### config.mk
export PLATFORM = sky130hd
export DESIGN_NAME = priority_message_queue
export DESIGN_NICKNAME = d
export VERILOG_FILES = /design/src/hw/rtl/pmq_pkg.sv /design/src/hw/rtl/priority_message_queue.sv
export SDC_FILE = /design/constraint.sdc
export NUM_CORES = 2
export LEC_CHECK = 0
export BUFFER_PORTS_ARGS = -buffer_cell sky130_fd_sc_hd__buf_2
export CAP_MARGIN = 25
export CORE_MARGIN = 5
export CORE_UTILIZATION = 42
export DETAILED_ROUTE_END_ITERATION = 8
export HOLD_SLACK_MARGIN = 0.12
export PLACE_DENSITY_LB_ADDON = 0.15
export SYNTH_ARGS = -nofsm -noshare
export SYNTH_HDL_FRONTEND = slang
export SYNTH_SLANG_ARGS = --single-unit
export TNS_END_PERCENT = 5
### constraint.sdc
create_clock -name clk -period 6.5 [get_ports clk]
set_input_delay 0.65 -clock clk [delete_from_list [all_inputs] [get_ports clk]]
set_output_delay 0.65 -clock clk [all_outputs]
set_load 0.02 [all_outputs]
### src/hw/rtl/pmq_pkg.sv
`timescale 1ns / 1ps
// ----------------------------------------------------------------------------
// pmq_pkg: shared types and constants of the priority message queue
// Request and response layouts, operation and status codes, and the sizes
// of the queue storage.
// ----------------------------------------------------------------------------
package pmq_pkg;

    // Queue sizing.
    localparam int QUEUE_DEPTH       = 16;
    localparam int MAX_MESSAGE_BYTES = 8;
    localparam int IDX_W             = $clog2(QUEUE_DEPTH);
    localparam int CNT_W             = $clog2(QUEUE_DEPTH + 1);

    // Field widths fixed by the interface.
    localparam int KIND_W    = 2;
    localparam int PRIO_W    = 8;
    localparam int PAYLOAD_W = 64;
    localparam int STATUS_W  = 2;
    localparam int LEN_W     = 4;
    localparam int OCC_W     = 5;

    // Configuration port.
    localparam int APB_ADDR_W = 3;
    localparam int APB_DATA_W = 32;
    localparam logic [APB_ADDR_W-1:0] ADDR_MESSAGE_BYTES = 3'd0;
    localparam logic [LEN_W-1:0]      MESSAGE_BYTES_RESET = 4'd8;

    // Operation codes.
    localparam logic [KIND_W-1:0] KIND_SEND    = 2'd0;
    localparam logic [KIND_W-1:0] KIND_RECEIVE = 2'd1;
    localparam logic [KIND_W-1:0] KIND_FLUSH   = 2'd2;

    // Status codes.
    localparam logic [STATUS_W-1:0] STATUS_DONE  = 2'd0;
    localparam logic [STATUS_W-1:0] STATUS_FULL  = 2'd1;
    localparam logic [STATUS_W-1:0] STATUS_EMPTY = 2'd2;

    typedef struct packed {
        logic [KIND_W-1:0]    kind;
        logic [PRIO_W-1:0]    priority_req;
        logic [PAYLOAD_W-1:0] payload;
    } req_t;

    typedef struct packed {
        logic [STATUS_W-1:0]  status;
        logic [PAYLOAD_W-1:0] data;
        logic [LEN_W-1:0]     length;
        logic [OCC_W-1:0]     occupancy;
    } rsp_t;

    // One stored message.
    typedef struct packed {
        logic [PRIO_W-1:0]    prio;
        logic [LEN_W-1:0]     len;
        logic [PAYLOAD_W-1:0] payload;
    } entry_t;

endpackage

### src/hw/rtl/priority_message_queue.sv
`timescale 1ns / 1ps
// ----------------------------------------------------------------------------
// priority_message_queue: bounded message queue in descending priority order
// Messages live in a ring buffer held in one synchronous RAM. A send walks
// from the tail toward the head, moving lower-priority entries up by one
// slot, and drops the new message into the gap. A receive pops the head.
// ----------------------------------------------------------------------------
//
//  Channel   Direction  Handshake             Payload
//  req       in         req_valid/req_stall   req_t: kind, priority_req, payload
//  rsp       out        rsp_valid/rsp_stall   rsp_t: status, data, length, occupancy
//  config    in         APB (psel/penable)    message_bytes at byte address 0
//
// One request at a time. A send into a non-empty queue walks from the tail
// toward the head, one RAM read per compared entry through the single read
// port, before its response is loaded. A receive reads the head entry; a
// send into an empty queue, a flush or a refused request needs no RAM read.
// The response register lets a new request enter while the previous
// response is still stalled; a result that finds it still occupied waits,
// with the request side stalled, for as long as the response stalls.
// After reset the queue is empty and message_bytes is 8; the RAM needs no
// clearing.
//
module priority_message_queue
    import pmq_pkg::*;
(
    input  logic                  clk,
    input  logic                  rst_n,
    // Request channel.
    input  logic                  req_valid,
    output logic                  req_stall,
    input  req_t                  req,
    // Response channel.
    output logic                  rsp_valid,
    input  logic                  rsp_stall,
    output rsp_t                  rsp,
    // Configuration port.
    input  logic                  psel,
    input  logic                  penable,
    input  logic                  pwrite,
    input  logic [APB_ADDR_W-1:0] paddr,
    input  logic [APB_DATA_W-1:0] pwdata,
    output logic [APB_DATA_W-1:0] prdata,
    output logic                  pready
);

    localparam logic [2:0] S_IDLE   = 3'd0;
    localparam logic [2:0] S_SCAN   = 3'd1;
    localparam logic [2:0] S_INSERT = 3'd2;
    localparam logic [2:0] S_RECV   = 3'd3;
    localparam logic [2:0] S_OUT    = 3'd4;

    // Ring index helpers.
    function automatic logic [IDX_W-1:0] idx_inc(input logic [IDX_W-1:0] i);
        return (i == IDX_W'(QUEUE_DEPTH - 1)) ? '0 : i + IDX_W'(1);
    endfunction

    function automatic logic [IDX_W-1:0] idx_dec(input logic [IDX_W-1:0] i);
        return (i == '0) ? IDX_W'(QUEUE_DEPTH - 1) : i - IDX_W'(1);
    endfunction

    // Bytes kept per message, clamped into the supported range.
    function automatic logic [LEN_W-1:0] eff_bytes(input logic [LEN_W-1:0] n);
        logic [LEN_W-1:0] r;
        r = n;
        if (r == '0)
            r = LEN_W'(1);
        if (r > LEN_W'(MAX_MESSAGE_BYTES))
            r = LEN_W'(MAX_MESSAGE_BYTES);
        return r;
    endfunction

    function automatic logic [PAYLOAD_W-1:0] byte_mask(input logic [LEN_W-1:0] n);
        logic [PAYLOAD_W-1:0] m;
        m = '0;
        for (int b = 0; b < PAYLOAD_W / 8; b++)
        begin
            if (LEN_W'(b) < n)
                m[8*b +: 8] = 8'hFF;
        end
        return m;
    endfunction

    // Registers.
    logic [2:0]        state_reg,  state_next;
    logic [IDX_W-1:0]  head_reg,   head_next;
    logic [CNT_W-1:0]  count_reg,  count_next;
    logic [IDX_W-1:0]  ptr_reg,    ptr_next;
    logic [IDX_W-1:0]  hole_reg,   hole_next;
    logic [IDX_W-1:0]  left_reg,   left_next;
    entry_t            new_reg,    new_next;
    rsp_t              res_reg,    res_next;
    rsp_t              out_reg,    out_next;
    logic              out_valid_reg, out_valid_next;
    logic [LEN_W-1:0]  msg_bytes_reg;

    // Queue RAM.
    entry_t            mem [QUEUE_DEPTH];
    entry_t            rdata_reg;
    logic              wr_en;
    logic [IDX_W-1:0]  wr_addr;
    entry_t            wr_data;
    logic [IDX_W-1:0]  rd_addr;

    logic              req_accept;
    logic              out_free;
    logic [CNT_W:0]    tail_sum;
    logic [IDX_W-1:0]  tail;
    logic [LEN_W-1:0]  n_bytes;

    assign req_stall  = (state_reg != S_IDLE);
    assign req_accept = req_valid && !req_stall;
    assign out_free   = !out_valid_reg || !rsp_stall;
    assign rsp_valid  = out_valid_reg;
    assign rsp        = out_reg;

    // Tail slot: head plus count, wrapped once.
    assign tail_sum = (CNT_W+1)'(head_reg) + (CNT_W+1)'(count_reg);
    assign tail = (tail_sum >= (CNT_W+1)'(QUEUE_DEPTH))
                ? IDX_W'(tail_sum - (CNT_W+1)'(QUEUE_DEPTH))
                : IDX_W'(tail_sum);
    assign n_bytes = eff_bytes(msg_bytes_reg);

    // Configuration register and read-back.
    assign pready = 1'b1;
    assign prdata = (paddr == ADDR_MESSAGE_BYTES)
                  ? APB_DATA_W'(msg_bytes_reg) : '0;

    always_ff @(posedge clk or negedge rst_n)
    begin
        if (!rst_n)
            msg_bytes_reg <= MESSAGE_BYTES_RESET;
        else if (psel && penable && pwrite && pready && paddr == ADDR_MESSAGE_BYTES)
            msg_bytes_reg <= pwdata[LEN_W-1:0];
    end

    // Queue RAM: one write port, one registered read port.
    always_ff @(posedge clk)
    begin
        if (wr_en)
            mem[wr_addr] <= wr_data;
        rdata_reg <= mem[rd_addr];
    end

    // Sequencer.
    always_comb
    begin
        state_next     = state_reg;
        head_next      = head_reg;
        count_next     = count_reg;
        ptr_next       = ptr_reg;
        hole_next      = hole_reg;
        left_next      = left_reg;
        new_next       = new_reg;
        res_next       = res_reg;
        out_next       = out_reg;
        out_valid_next = out_valid_reg;
        wr_en          = 1'b0;
        wr_addr        = hole_reg;
        wr_data        = new_reg;
        rd_addr        = ptr_reg;

        // A taken response frees the output register.
        if (out_valid_reg && !rsp_stall)
            out_valid_next = 1'b0;

        unique case (state_reg)
            S_IDLE:
            begin
                if (req_accept)
                begin
                    res_next.status    = STATUS_DONE;
                    res_next.data      = '0;
                    res_next.length    = '0;
                    res_next.occupancy = OCC_W'(count_reg);
                    state_next         = S_OUT;
                    unique case (req.kind)
                        KIND_SEND:
                        begin
                            new_next.prio    = req.priority_req;
                            new_next.len     = n_bytes;
                            new_next.payload = req.payload & byte_mask(n_bytes);
                            if (count_reg == CNT_W'(QUEUE_DEPTH))
                            begin
                                res_next.status = STATUS_FULL;
                            end
                            else if (count_reg == '0)
                            begin
                                // Empty queue: store straight at the tail.
                                wr_en              = 1'b1;
                                wr_addr            = tail;
                                wr_data            = new_next;
                                count_next         = CNT_W'(1);
                                res_next.length    = n_bytes;
                                res_next.occupancy = OCC_W'(1);
                            end
                            else
                            begin
                                // Start the walk at the last stored entry.
                                hole_next  = tail;
                                ptr_next   = idx_dec(tail);
                                rd_addr    = idx_dec(tail);
                                left_next  = IDX_W'(count_reg - CNT_W'(1));
                                state_next = S_SCAN;
                            end
                        end
                        KIND_RECEIVE:
                        begin
                            if (count_reg == '0)
                            begin
                                res_next.status = STATUS_EMPTY;
                            end
                            else
                            begin
                                rd_addr    = head_reg;
                                state_next = S_RECV;
                            end
                        end
                        KIND_FLUSH:
                        begin
                            count_next         = '0;
                            res_next.occupancy = '0;
                        end
                        default:
                        begin
                            // Unused code: the queue is left unchanged.
                        end
                    endcase
                end
            end

            S_SCAN:
            begin
                if (rdata_reg.prio < new_reg.prio)
                begin
                    // Lower priority: move it up into the hole.
                    wr_en     = 1'b1;
                    wr_addr   = hole_reg;
                    wr_data   = rdata_reg;
                    hole_next = ptr_reg;
                    if (left_reg == '0)
                    begin
                        state_next = S_INSERT;
                    end
                    else
                    begin
                        ptr_next  = idx_dec(ptr_reg);
                        rd_addr   = idx_dec(ptr_reg);
                        left_next = left_reg - IDX_W'(1);
                    end
                end
                else
                begin
                    // Equal or higher priority stays ahead of the new message.
                    wr_en              = 1'b1;
                    wr_addr            = hole_reg;
                    wr_data            = new_reg;
                    count_next         = count_reg + CNT_W'(1);
                    res_next.length    = new_reg.len;
                    res_next.occupancy = OCC_W'(count_reg + CNT_W'(1));
                    state_next         = S_OUT;
                end
            end

            S_INSERT:
            begin
                wr_en              = 1'b1;
                wr_addr            = hole_reg;
                wr_data            = new_reg;
                count_next         = count_reg + CNT_W'(1);
                res_next.length    = new_reg.len;
                res_next.occupancy = OCC_W'(count_reg + CNT_W'(1));
                state_next         = S_OUT;
            end

            S_RECV:
            begin
                res_next.data      = rdata_reg.payload;
                res_next.length    = rdata_reg.len;
                res_next.occupancy = OCC_W'(count_reg - CNT_W'(1));
                head_next          = idx_inc(head_reg);
                count_next         = count_reg - CNT_W'(1);
                state_next         = S_OUT;
            end

            S_OUT:
            begin
                if (out_free)
                begin
                    out_next       = res_reg;
                    out_valid_next = 1'b1;
                    state_next     = S_IDLE;
                end
            end

            default:
            begin
                state_next = S_IDLE;
            end
        endcase
    end

    // Control state.
    always_ff @(posedge clk or negedge rst_n)
    begin
        if (!rst_n)
        begin
            state_reg     <= S_IDLE;
            head_reg      <= '0;
            count_reg     <= '0;
            out_valid_reg <= 1'b0;
        end
        else
        begin
            state_reg     <= state_next;
            head_reg      <= head_next;
            count_reg     <= count_next;
            out_valid_reg <= out_valid_next;
        end
    end

    // Working and result registers.
    always_ff @(posedge clk)
    begin
        ptr_reg  <= ptr_next;
        hole_reg <= hole_next;
        left_reg <= left_next;
        new_reg  <= new_next;
        res_reg  <= res_next;
        out_reg  <= out_next;
    end

endmodule
==> flow_metrics.tcl <==
set metrics [dict create \
    wirelength_um 153000 \
    drc 0 \
    synth_simple_gate_area_share_pct 3.86 \
    hold_violations 0 \
    critPathMaxFanout 18 \
    drv_slew 0 \
    fmax_mhz 210 \
    worst_hold_startpoint "req[7]" \
    clk_latency_ps 790 \
    reg2reg_to "mem[13][15]" \
    drtIter0Drc 2786 \
    largest_reg_flops 1216 \
    routed_via_density 5.61 \
    setup_slack_ps 1740 \
    hold_ws_ps 180 \
    cts-htree-levels 4 \
    yosysWarnings 0 \
    ir_worst_vdd_mv 0.466 \
    area_growth_pct 15.3 \
    wire_per_inst_um 28.9 \
    cap_violations 0 \
    fin_crit_ps 4760 \
    power_frac_seq_pct 40.4 \
    p_per_area_nw_per_um2 494 \
    dieArea_um2 148000 \
    die-height_um 385 \
    cts_buffers 160 \
    synthCells 2976 \
    dr.pass1.iters 7 \
    final_util_pct 48.8 \
    antenna_found_initial 8 \
    place_hpwl_um 79100 \
    boundaryPins 226 \
    comb_power_share_pct 32.5 \
    core_area_um2 140000 \
    pre_cts_slack_ps 1870 \
    num_rows 137 \
    synth_compound_area_share_pct 4.48 \
    critPathKind "flip-flop to flip-flop" \
    clk_pin_slew_ps 60 \
    synth_fa_ha_area_share_pct 0.436 \
    initial_core_util_pct 42.3 \
    synthArstFlopShare_pct 1.10 \
    die_w_um 385 \
    crit_arrival_ps 5170 \
    power.internal_mw 22.7 \
    worst_r2r_path_depth 10 \
    cts_tree "yes" \
    finalSetupViolCount 0 \
    cts_buffer_depth 3 \
    clock-root-buffer "clkbuf_16" \
    r2r-start "count_reg[0]" \
    synth-edff-count 1454 \
    hold_depth 1 \
    portBuffers 168 \
    place_congestion 0.779 \
    multi_input_area_um2 12600 \
    synthMuxAreaShare_pct 11.8 \
    layout.nets 3396 \
    hold_path_class "primary input to flip-flop" \
    post_cts_buffers 0 \
    grt_remaining_overflow 0 \
    p_sw_mw 11.0 \
    rsz0062_at_grt "no" \
    p_leak_nw 22.7 \
    fin_worst_skew_ps 30.7 \
    seqCellArea_um2 45600 \
    grt_pass1_wl_um 220000 \
    drive_gt1_share_pct 24.7 \
    ys_seq_area_share_pct 77.1 \
    hold-path-endpoint "new_reg[7]" \
    switching_share_pct 32.6 \
    start_kind "flip-flop" \
    avgSynthCellArea_um2 19.9 \
    p_clk_share_pct 27.2 \
    crit_required_ps 6920 \
    min_period_over_period_pct 73.2 \
    grt_max_degree 91 \
    r2r_slack_ps 1740 \
    synth_top_family_by_area "multiplexers" \
    grt_usage_pct 20.7 \
    layout_common_cells "1,454 x edfxtp_1, 304 x mux4_2, 224 x nand2_1, 205 x a22oi_1, 168 x buf_2" \
    cp-end-kind "flip-flop" \
    worst_slew_pin_slew_ps 1120 \
    postRouteAntennaNets 0 \
    grt_pass1_vias 31000 \
    ys.flop_type "edfxtp_1" \
    fin_setup_tns_ps 0 \
    clock-sinks 1547 \
    netlist_area_um2 59100 \
    ys_types 67 \
    status "complete, no violations" \
    final_common_cell "edfxtp_1" \
    power_mw 33.7 \
    num-fill-cells 11400 \
    synth_seq_cells 1547 \
    relSlewSlack_pct 25.5 \
    yosys.area_share.xor_xnor_pct 0.178 \
    dr_total_vias 29600 \
]
[power by group through the flow]
stage	combinational, mW	sequential [mW]	clock, mW
after floorplan	7.71	13.8	0
after global placement	10.9	13.8	0
after detailed placement	11.1	13.8	0
after CTS	11.2	13.6	9.37
after global routing	11.9	13.7	9.82
final	10.9	13.6	9.16
[Yosys cell counts (3+ instances only)]
| cell | instances | area (µm²) |
|---|---|---|
| clkbuf_1 | 91 | 342 |
| a31o_2 | 3 | 26.3 |
| a21oi_1 | 51 | 255 |
| mux2i_1 | 3 | 30.0 |
| xnor2_1 | 6 | 52.6 |
| nor3_1 | 9 | 45.0 |
| dfxtp_1 | 76 | 1520 |
| buf_1 | 10 | 37.5 |
| edfxtp_1 | 1454 | 43700 |
| xor2_1 | 6 | 52.6 |
| a31oi_1 | 9 | 56.3 |
| o211ai_1 | 3 | 22.5 |
| nand2_1 | 225 | 845 |
| a22oi_1 | 205 | 1540 |
| and2_1 | 128 | 801 |
| buf_2 | 31 | 155 |
| a21boi_0 | 5 | 37.5 |
| or2_2 | 5 | 31.3 |
| mux4_2 | 304 | 6850 |
| a222oi_1 | 4 | 40.0 |
| nor2_1 | 58 | 218 |
| a211oi_1 | 4 | 30.0 |
| nor2b_1 | 3 | 18.8 |
| clkbuf_4 | 4 | 30.0 |
| or3_1 | 16 | 100 |
| buf_8 | 11 | 165 |
| a221o_1 | 6 | 60.1 |
| o21ai_0 | 43 | 215 |
| o21ai_1 | 4 | 20.0 |
| a21o_1 | 9 | 67.6 |
| dfrtp_1 | 16 | 400 |
| buf_6 | 19 | 214 |
| inv_1 | 27 | 101 |
| buf_4 | 30 | 225 |
| mux2_2 | 7 | 78.8 |
| nand3_1 | 8 | 40.0 |
| ha_1 | 19 | 238 |
| nand2b_1 | 5 | 31.3 |
| o22ai_1 | 18 | 113 |
| and3_1 | 8 | 50.1 |
[metal layers]
| layer | share of wire (%) | wire length, µm | vias to the layer above | track usage (%) |
|---|---|---|---|---|
| met1 | 42 | 63600 | 15800 | 27.9 |
| met2 | 50 | 77000 | 1000 | 35.3 |
| met4 | 2.0 | 3020 | 2 | 5.05 |
| met3 | 6.0 | 9110 | 204 | 3.56 |
| li1 | - | - | 12600 | - |
| met5 | 0.013 | 20 | - | 0 |
[kinds of logic (layout without fill, tap and decap cells)]
kind of cell,count (synthesis),count (layout)
muxes,314,314
other,2,32
AOI/OAI and AO/OA,382,382
adders and majority gates,20,20
DFF,1547,1547
buffers and inverters,224,619
and+or+nand+nor,475,475
xor gates and xnor gates,12,12
[area by class of cell]
class / count / share of cell area [%]
inverters: 28 / 0.158
well taps: 1876 / 3.44
multi-input cells: 1232 / 18.4
clock buffers: 210 / 6.36
repair buffers: 291 / 3.26
clock inverters: 90 / 1.47
flip-flops and latches: 1547 / 66.9
diodes: 3 / 0.0110
[worst max path at each step]
stage	cells past startpoint	startpoint	end	slack (ps)
CTS	10	count_reg[0]	mem[15][67]	1800
detailed placement	10	count_reg[0]	mem[10][67]	1870
floorplan	15	state_reg[1]	rdata_reg[34]	290
global route	10	count_reg[1]	mem[6][2]	1500
global placement	11	count_reg[0]	rdata_reg[14]	1840
finish	10	count_reg[0]	mem[13][15]	1740
[worst max-delay path, stage by stage (launching register included)]
cell and delay [ps]:
dfrtp_1 500, inv_1 180, ha_1 210, nor4b_4 460, and2_1 310, nand2_1 610
buf_4 460, a21oi_2 220, buf_4 360, o22ai_1 150, a21oi_1 900
[timing repair]
action | 4_1_cts | 5_1_grt
hold buffers | 35 | 0
hold endpoints to repair | 51 | 0
resized for setup | 0 | 0
endpoints found under the setup margin | 0 | 0
[per-stage QoR]
step / cells / instance area, µm²
after CTS: 5267 / 68100
after global routing: 5274 / 68200
after detailed placement: 4932 / 62500
after global placement: 4930 / 62400
after floorplan: 3003 / 59200
final: 5277 / 68200
Note: power is estimated with default switching activity, not from simulation.
